--- src/hdl/tiler_pkg.sv ---
package tiler_pkg;

    localparam int CFG_W = 9;
    localparam int CFG_ADDR_W = 4;
    localparam int APB_DATA_W = 32;

    localparam logic [1:0] REG_IMAGE_WIDTH  = 2'd0;
    localparam logic [1:0] REG_IMAGE_HEIGHT = 2'd1;
    localparam logic [1:0] REG_TILE_COUNT   = 2'd2;

    localparam logic [CFG_W-1:0] IMAGE_WIDTH_RESET  = 9'd256;
    localparam logic [CFG_W-1:0] IMAGE_HEIGHT_RESET = 9'd256;
    localparam logic [CFG_W-1:0] TILE_COUNT_RESET   = 9'd1;

    typedef struct packed {
        logic div_start;
        logic div_row;
        logic div_capture;
        logic load;
        logic emit;
        logic out_capture;
    } tiler_cmd_t;

    typedef struct packed {
        logic cfg_write;
        logic div_done;
        logic loaded;
    } tiler_status_t;

endpackage

--- src/hdl/tiler_ctrl.sv ---
module tiler_ctrl
    import tiler_pkg::*;
(
    input  logic          clk,
    input  logic          rst_n,
    input  logic          in_valid,
    output logic          in_stall,
    input  logic          req_type,
    output logic          out_valid,
    input  logic          out_stall,
    input  tiler_status_t status,
    output tiler_cmd_t    cmd
);

    typedef enum logic [2:0] {
        S_DIV_COL,
        S_WAIT_COL,
        S_DIV_ROW,
        S_WAIT_ROW,
        S_IDLE,
        S_READ
    } state_t;

    state_t state_reg, state_next;
    logic   out_valid_reg, out_valid_next;
    logic   in_accept;

    always_comb
    begin
        in_stall  = (state_reg != S_IDLE) || (out_valid_reg && out_stall);
        in_accept = in_valid && !in_stall;

        cmd.div_start   = (state_reg == S_DIV_COL) || (state_reg == S_DIV_ROW);
        cmd.div_row     = (state_reg == S_DIV_ROW) || (state_reg == S_WAIT_ROW);
        cmd.div_capture = ((state_reg == S_WAIT_COL) || (state_reg == S_WAIT_ROW))
                          && status.div_done;
        cmd.load        = in_accept && !req_type;
        cmd.emit        = in_accept && req_type && status.loaded;
        cmd.out_capture = state_reg == S_READ;

        state_next = state_reg;
        unique case (state_reg)
            S_DIV_COL:  state_next = S_WAIT_COL;
            S_WAIT_COL: if (status.div_done) state_next = S_DIV_ROW;
            S_DIV_ROW:  state_next = S_WAIT_ROW;
            S_WAIT_ROW: if (status.div_done) state_next = S_IDLE;
            S_IDLE:     if (cmd.emit) state_next = S_READ;
            S_READ:     state_next = S_IDLE;
            default:    state_next = S_DIV_COL;
        endcase
        if (status.cfg_write)
        begin
            state_next = S_DIV_COL;
        end

        out_valid_next = out_valid_reg;
        if (cmd.out_capture)
        begin
            out_valid_next = 1'b1;
        end
        else if (out_valid_reg && !out_stall)
        begin
            out_valid_next = 1'b0;
        end
    end

    always_ff @(posedge clk or negedge rst_n)
    begin
        if (!rst_n)
        begin
            state_reg     <= S_DIV_COL;
            out_valid_reg <= 1'b0;
        end
        else
        begin
            state_reg     <= state_next;
            out_valid_reg <= out_valid_next;
        end
    end

    assign out_valid = out_valid_reg;

endmodule
--- config.mk ---
export PLATFORM = sky130hd
export DESIGN_NAME = tiler_ctrl
export DESIGN_NICKNAME = d
export VERILOG_FILES = /design/src/hdl/tiler_pkg.sv /design/src/hdl/tiler_ctrl.sv
export SDC_FILE = /design/constraint.sdc
export NUM_CORES = 1
export LEC_CHECK = 0
export BUFFER_PORTS_ARGS = -buffer_cell sky130_fd_sc_hd__buf_2
export CORE_AREA = 2 2 39 41
export DETAILED_ROUTE_END_ITERATION = 12
export DIE_AREA = 0 0 41 43
export GPL_TIMING_DRIVEN = 0
export PLACE_DENSITY = 0.51
export RECOVER_POWER = 50
export REMOVE_ABC_BUFFERS = 1
export SLEW_MARGIN = 20
export SYNTH_ARGS = -nofsm -noshare
export SYNTH_HDL_FRONTEND = slang
export SYNTH_SLANG_ARGS = --single-unit
export TNS_END_PERCENT = 10
--- constraint.sdc ---
create_clock -name clk -period 2.1 [get_ports clk]
set_clock_uncertainty 0.15 [all_clocks]
set_input_delay 0.105 -clock clk [delete_from_list [all_inputs] [get_ports clk]]
set_output_delay 0.105 -clock clk [all_outputs]
set_load 0.02 [all_outputs]
# [Word level (Yosys, flattened, before mapping)]
# Index checks and enable logic that the tools add are counted.
[word_totals] register_bits=4 inputBits=8
[op_classes] reduce_logical=17 eq_ne=9 muxes=7
[ops] cell="$pmux W3 S6" count=1
[ops] cell="$mux W3" count=4
[ops] cell="$ne A3 B3 Y1 const B" count=4
[ops] cell="$logic_and A1 B1 Y1" count=7
[ops] cell="$eq A3 B2 Y1 const B" count=2
[ops] cell="$eq A3 B3 Y1 const B" count=2
[ops] cell="$logic_or A1 B1 Y1" count=4
[ops] cell="$eq A3 B1 Y1 const B" count=1
[ops] cell="$logic_not A1 Y1" count=3
[ops] cell="$logic_not A3 Y1" count=1
[ops] cell="$reduce_and A3 Y1" count=1
[ops] cell="$mux W1" count=2
[ops] cell="$reduce_bool A2 Y1" count=1

# [Longest topological paths before layout]
# Gate-level depths: netlist (run 1).
[depth] word_depth=9 depth_mapped=3 depth_no_buf=3

# [Least setup slack after synthesis (run 1)]
# No wires, ideal clock.
[synth_path] path_kind="register to output" startpoint="reg out_valid_reg, in the netlist out_valid" endpoint="out cmd[2] (netlist bit)" path_slack_ns=0.731 t_required_ns=1.845 stages_incl_launch_ff=4 t_arrival_ns=1.114 cell_sequence="dfrtp_1 -> nand2_1 -> nand3b_4 -> nor3b_2"
[synth_lines] element="from (decl)" line_no="tiler_ctrl.sv:25" rtl="logic out_valid_reg, out_valid_next;"
[synth_lines] element="from (signal assigned)" line_no="tiler_ctrl.sv:77" rtl="out_valid_reg <= out_valid_next;"
[synth_lines] element="to (decl)" line_no="tiler_ctrl.sv:12" rtl="output tiler_cmd_t cmd"

==> results.py, run 1 <==
metrics = {
    "global_route": {
        "grt_max_degree": 8,
        "grt_use_total_pct": 8.678,
        "use_met3_pct": 4.712,
        "overflow": 0,
        "grt_pass1_vias": 246,
        "grt_pass1_wl_um": 945,
        "grt_use_met2_pct": 10.00,
        "antenna_found_initial": 0,
        "grtUsageMet1_pct": 10.78,
        "top_usage_layer": "met1",
    },
    "clock_network": {
        "cts_buffers": 3,
        "cts_tree": "built",
        "clockBufferDepth": 2,
        "h-tree-depth": 1,
        "cts_resized": 0,
        "cts.sinks": 4,
        "clk_pin_slew_ns": 0.04,
        "insertion_delay_ns": 0.23,
        "cts-root-buf": "clkbuf_4",
    },
    "floorplanning": {
        "dieArea_mm2": 0.001763,
        "die_x_um": 41,
        "row_count": 14,
        "die_h_um": 43,
        "io_pins": 16,
        "core-area_mm2": 0.001384,
        "start_util_pct": 18.08,
    },
    "power_and_ir_drop": {
        "leakagePower_nw": 0.1951,
        "total_power_mw": 0.2221,
        "irDropWorstVdd_v": 0.0001824,
        "power_density_mw_per_mm2": 599.6,
    },
    "routing": {
        "routed_via_density": 4.085,
        "routedWlPerCell_um": 10.03,
        "route.detailed.drc": 0,
        "drt_wl_total_um": 592,
        "first_pass_iters": 4,
        "drt_iter0_markers": 7,
        "vias": 241,
        "ant_nets": 0,
    },
    "worst_setup_path": {
        "cpMaxStageDelayCell": "dfrtp_1",
        "worst-path-buf-inv": 1,
        "cpPeakStageDelay_ns": 0.41,
        "worstPathMaxFanout": 6,
        "worstPathCellList": "nor2b_1, nand3b_4, nor3b_2, buf_2",
        "required_ns": 1.85,
        "worstSetupEndpointType": "output port",
        "crit_type": "flip-flop to output port",
        "cp.arrival_ns": 1.48,
        "critPathLaunchType": "flip-flop",
        "critical_path.top_delay_family": "simple AND/OR/NAND/NOR gates",
    },
    "sta": {
        "finalSetupViolCount": 0,
        "max_slew_margin_pct": 74.20,
        "slew_violations": 0,
        "fin_crit_ns": 1.738,
        "final.setup.tns_ns": 0,
        "max_freq_ghz": 0.5753,
        "fin_crit_sh_pct": 82.77,
        "hold_violations": 0,
        "rsz0062_at_grt": "no",
        "tightest_slew_ns": 0.3862,
    },
    "placed_design": {
        "gp_congestion": 0.6081,
        "post-dp-hpwl_um": 459.1,
        "portBuffers": 15,
    },
    "outcome": {
        "status": "finished clean",
    },
    "synth": {
        "synth_cells": 24,
        "async_reset_ff_share_pct": 100.0,
        "syn-cell-area_um2": 250.2,
        "ys_seq_area_share_pct": 40.00,
        "yosysWarnings": 0,
        "synth-edff-count": 0,
        "synth_ff_type": "dfrtp_1",
        "synth_area_per_cell_um2": 10.43,
        "ys_types": 17,
        "ys_ff_latch": 4,
    },
    "hold_path": {
        "hold_path.class": "input port to flip-flop",
    },
    "layout": {
        "multi_input_area_um2": 135.1,
        "regArea_um2": 100.1,
        "utilization_pct": 26.76,
        "fin_nets": 53,
        "drive_above_1_share_pct": 46.51,
        "largest_reg_flops": 3,
        "area_growth_pct": 48.00,
        "num_antenna_cells": 0,
        "fillers": 155,
    },
    "flow_run": {
        "max_cap_violations": 0,
    },
}
## synthesized netlist by cell type (2+ instances only)
master,number,area (um^2)
nor2_1,3,11.26
nand2_1,2,7.510
a21oi_1,2,10.01
dfrtp_1,4,100.1
## worst min-delay path, cell delays in order
cell and delay (ns):
buf_2 0.07, nand2_1 0.11, nand2b_1 0.11
## stage by stage
step | cells | worst slack, ns | hold WS [ns] | instance area [um^2]
4_1_cts | 59 | 0.5167 | 0.04632 | 380.4
3_3_place_gp | 54 | 0.7758 | -0.2360 | 337.8
5_1_grt | 59 | 0.2469 | 0.07827 | 370.4
6_report | 59 | 0.3619 | 0.05971 | 370.4
3_5_place_dp | 54 | 0.7711 | -0.2342 | 337.8
2_1_floorplan | 23 | 0.7306 | -0.3406 | 242.7
## where the power goes
group	internal, mW	switching [mW]
registers	0.0818	0.00531
logic	0.0198	0.0210
clock network	0.0639	0.0303
total	0.165	0.0566
## routing by layer
layer / routed length [um] / share of wire, %
met1: 290 / 49
met2: 210 / 35
met5: 0 / 0
met3: 92 / 16
met4: 0 / 0
## layout make-up
type / count / share of cell area, %
Clock buffer: 3 / 6.081
Multi-Input combinational cell: 19 / 36.49
Sequential cell: 4 / 27.03
Tap cell: 16 / 5.405
Timing Repair Buffer: 17 / 25.00
## worst paths after layout
kind	start	end	slack (ns)	cells past startpoint
max	state_reg[2]	cmd[2]	0.36	4
min	out_stall	out_valid	0.06	3
max reg2reg	state_reg[2]	out_valid	0.77	3
min reg2reg	state_reg[2]	state_reg[1]	0.37	1
max in group asynchronous	rst_n	state_reg[2]	1.53	2
min in group asynchronous	rst_n	state_reg[0]	0.08	2
## cells by family after synthesis
group           share of synthesized area, %
xor+xnor                               3.501
simple gates                           47.00
buf+inv                                3.001
flops                                  40.00
compound gates                         6.502
## timing repair
item | 4_1_cts | 5_1_grt
hold buffers | 2 | 0
buffers inserted | 0 | 0
endpoints found under the setup margin | 0 | 0
endpoints found under the hold margin | 7 | 0
## cells in the final DEF, fill, tap and decap left out, drive strengths merged
cell type	synthesis	final
buf	1	13
clkbuf	0	5
dfrtp	4	4
nor2	3	3
nand2	2	2
a21oi	2	2
dlygate4sd3	0	2
nor2b	1	1
and2	1	1
nand3b	1	1
nor3b	1	1
and4b	1	1
and3	1	1
and2b	1	1
and3b	1	1
nand2b	1	1
xor2	1	1
nor3	1	1
a31oi	1	1
Power figures use the tool's default switching activity.
==> inputs of run 2 (changes only) <==
--- a/config.mk
+++ b/config.mk
@@ -5,12 +5,13 @@
 export SDC_FILE = /design/constraint.sdc
 export NUM_CORES = 1
 export LEC_CHECK = 0
+export ABC_AREA = 1
 export BUFFER_PORTS_ARGS = -buffer_cell sky130_fd_sc_hd__buf_2
 export CORE_AREA = 2 2 39 41
 export DETAILED_ROUTE_END_ITERATION = 12
 export DIE_AREA = 0 0 41 43
 export GPL_TIMING_DRIVEN = 0
-export PLACE_DENSITY = 0.51
+export PLACE_DENSITY = 0.58
 export RECOVER_POWER = 50
 export REMOVE_ABC_BUFFERS = 1
 export SLEW_MARGIN = 20
==> constraint.sdc (replaced) <==
create_clock -name clk -period 1.4 [get_ports clk]
set_clock_uncertainty 0.15 [all_clocks]
set_input_delay 0.07 -clock clk [delete_from_list [all_inputs] [get_ports clk]]
set_output_delay 0.07 -clock clk [all_outputs]
set_load 0.02 [all_outputs]
==> results.py, run 2 <==
metrics = {
    "layout": {
        "largest_reg_flops": 3,
        "utilization_pct": 36.53,
        "layout_common_cells": "buf_2 (10), buf_4 (7), inv_2 (6), inv_1 (6)",
        "multi_input_area_um2": 177.7,
        "regArea_um2": 100.1,
        "fin_nets": 80,
        "layout_commonest_cell": "buf_2",
        "area_growth_pct": 56.59,
        "drive_above_1_share_pct": 54.29,
        "num_antenna_cells": 0,
        "fin_cells": 86,
        "design_area_um2": 505.5,
        "fillers": 162,
    },
    "floorplanning": {
        "dieArea_mm2": 0.001763,
        "die_h_um": 43,
        "start_util_pct": 23.33,
        "io_pins": 16,
        "row_count": 14,
        "core-area_mm2": 0.001384,
        "die_x_um": 41,
    },
    "sta": {
        "finalWorstSetupSlack_ns": -0.002682,
        "fin_crit_ns": 1.403,
        "slew_violations": 0,
        "max_freq_ghz": 0.7129,
        "hold_violations": 0,
        "rsz0062_at_grt": "yes",
        "fin_crit_sh_pct": 100.2,
        "tightest_slew_ns": 0.2475,
        "max_slew_margin_pct": 83.57,
        "finalSetupViolCount": 2,
    },
    "clock_network": {
        "clockBufferDepth": 2,
        "cts-root-buf": "clkbuf_4",
        "h-tree-depth": 1,
        "cts_buffers": 3,
        "clk_pin_slew_ns": 0.04,
        "cts.sinks": 4,
        "insertion_delay_ns": 0.23,
        "cts_tree": "built",
    },
    "synth": {
        "yosysTopAreaCell": "dfrtp_1",
        "synth_top_area_share_pct": 31.01,
        "synth_area_per_cell_um2": 7.018,
        "synth-edff-count": 0,
        "synth_ff_type": "dfrtp_1",
        "synthAdderAreaFrac_pct": 0,
        "muxShareOfSynthArea_pct": 0,
        "ys_ff_latch": 4,
        "yosysWarnings": 0,
        "ys_seq_area_share_pct": 31.01,
        "async_reset_ff_share_pct": 100.0,
        "syn-cell-area_um2": 322.8,
        "synth-compound-area-share_pct": 20.54,
        "synthMostInstantiatedCell": "inv_1",
        "yosys.area_share.simple_pct": 32.17,
        "synth_top_family_by_area": "simple AND/OR/NAND/NOR gates",
        "synth_common_cells": "inv_1 (7), nor2_1 (6), inv_2 (5), nand2_1 (5), o21ai_0 (5)",
        "yosys-top-cells-area": "dfrtp_1 (31%), inv_1 (8.1%), nand2_2 (7.8%), o21ai_0 (7.8%), nor2_1 (7.0%)",
        "ys_types": 15,
        "yosys.area_share.xor_xnor_pct": 0,
        "synth_cells": 46,
    },
    "global_route": {
        "grt_pass1_wl_um": 1131,
        "antenna_found_initial": 0,
        "grt_max_degree": 6,
        "grt_pass1_vias": 319,
        "grt_use_total_pct": 9.980,
        "overflow": 0,
    },
    "worst_setup_path": {
        "required_ns": 1.18,
        "crit_type": "flip-flop to output port",
        "worstSetupEndpointType": "output port",
        "cp.arrival_ns": 1.18,
        "worstPathCellList": "inv_2, nand3_2, inv_2, nand3_2, nor2_1, buf_4",
        "cpMaxStageDelayCell": "dfrtp_1",
        "worstPathMaxFanout": 3,
        "cpPeakStageDelay_ns": 0.40,
        "critPathLaunchType": "flip-flop",
    },
    "placed_design": {
        "portBuffers": 15,
        "post-dp-hpwl_um": 540,
        "pre_cts_slack_ns": 0.1519,
        "placed_area_um2": 410.4,
        "place_inst": 76,
        "gp_congestion": 0.6506,
    },
    "power_and_ir_drop": {
        "irDropWorstVdd_v": 0.0004093,
        "total_power_mw": 0.4357,
        "leakagePower_nw": 0.2720,
        "power_density_mw_per_mm2": 862.0,
    },
    "routing": {
        "routedWlPerCell_um": 8.058,
        "routed_via_density": 4.105,
        "first_pass_iters": 2,
        "route.detailed.drc": 0,
        "drt_wl_total_um": 693,
        "vias": 353,
        "ant_nets": 0,
        "drt_iter0_markers": 1,
    },
    "outcome": {
        "status": "finished with violations",
        "violations": "negative setup slack",
    },
    "hold_path": {
        "hold_path.class": "input port to async pin",
    },
    "flow_run": {
        "max_cap_violations": 0,
    },
}
## run 2: cell types whose count changed after synthesis, moves of 2 or more
cell	before	now
inv_2	0	5
nand2_1	2	5
nor2_2	0	2
nand3_2	0	2
nor2_1	3	6
inv_1	0	7
o21ai_0	0	5
nand2_2	0	4
a21oi_1	2	0
## run 2: final timing paths
| kind | startpoint | endpoint | slack [ns] | cells after the start |
|---|---|---|---|---|
| min reg2reg | out_valid | out_valid | 0.42 | 2 |
| min | rst_n | state_reg[2] | 0.05 | 2 |
| max in group asynchronous | rst_n | state_reg[0] | 0.88 | 2 |
| max | state_reg[0] | cmd[2] | -0.003 | 6 |
| max reg2reg | out_valid | state_reg[1] | 0.15 | 6 |
| min in group clk | status[1] | state_reg[2] | 0.08 | 5 |
## run 2: repair_timing
action	4_1_cts	5_1_grt
hold buffers	3	0
setup endpoints to repair	2	4
pin swaps	1	0
resized for setup	4	2
endpoints found under the hold margin	8	0
setup buffers	4	0
## run 2: area by class of cell
| type | count | area share (%) |
|---|---|---|
| repair buffers | 22 | 27.72 |
| well taps | 16 | 3.960 |
| multi-input cells | 29 | 35.15 |
| inverters | 12 | 8.911 |
| flip-flops and latches | 4 | 19.80 |
| clock buffers | 3 | 4.455 |
## run 2: metal layers
metal	global-route usage, %	part of all wire [%]	vias to the layer above
li1	-	-	187
met1	10.10	39	160
met2	15.63	56	6
met3	1.571	4.6	0
met4	10.00	0	0
met5	0	0	-
## run 2: report_power, final
part	switching, mW	internal (mW)	total [mW]	leakage [nW]
combinational	0.0909	0.0691	0.160	0.205
clock	0.0437	0.0957	0.139	0.0138
sequential	0.00963	0.127	0.136	0.0532
## run 2: cells by family (layout without fill, tap and decap cells)
group / after synthesis / count (layout)
AND/OR/NAND/NOR: 20 / 20
buffers and inverters: 13 / 37
AO/OA/AOI/OAI: 9 / 9
flip-flops: 4 / 4
## run 2: critical path, delay by kind of cell (launching register included)
family	cells	cell delay (ns)
flip-flops	1	0.40
AND/OR/NAND/NOR	3	0.24
buffers and inverters	3	0.31
## run 2: through the flow
step	hold WS (ns)	setup TNS, ns
3_3_place_gp	-0.2743	0
2_1_floorplan	-0.3756	0
3_5_place_dp	-0.2729	0
5_1_grt	0.07180	-0.2362
6_report	0.04714	-0.003655
4_1_cts	0.01615	-0.00008760
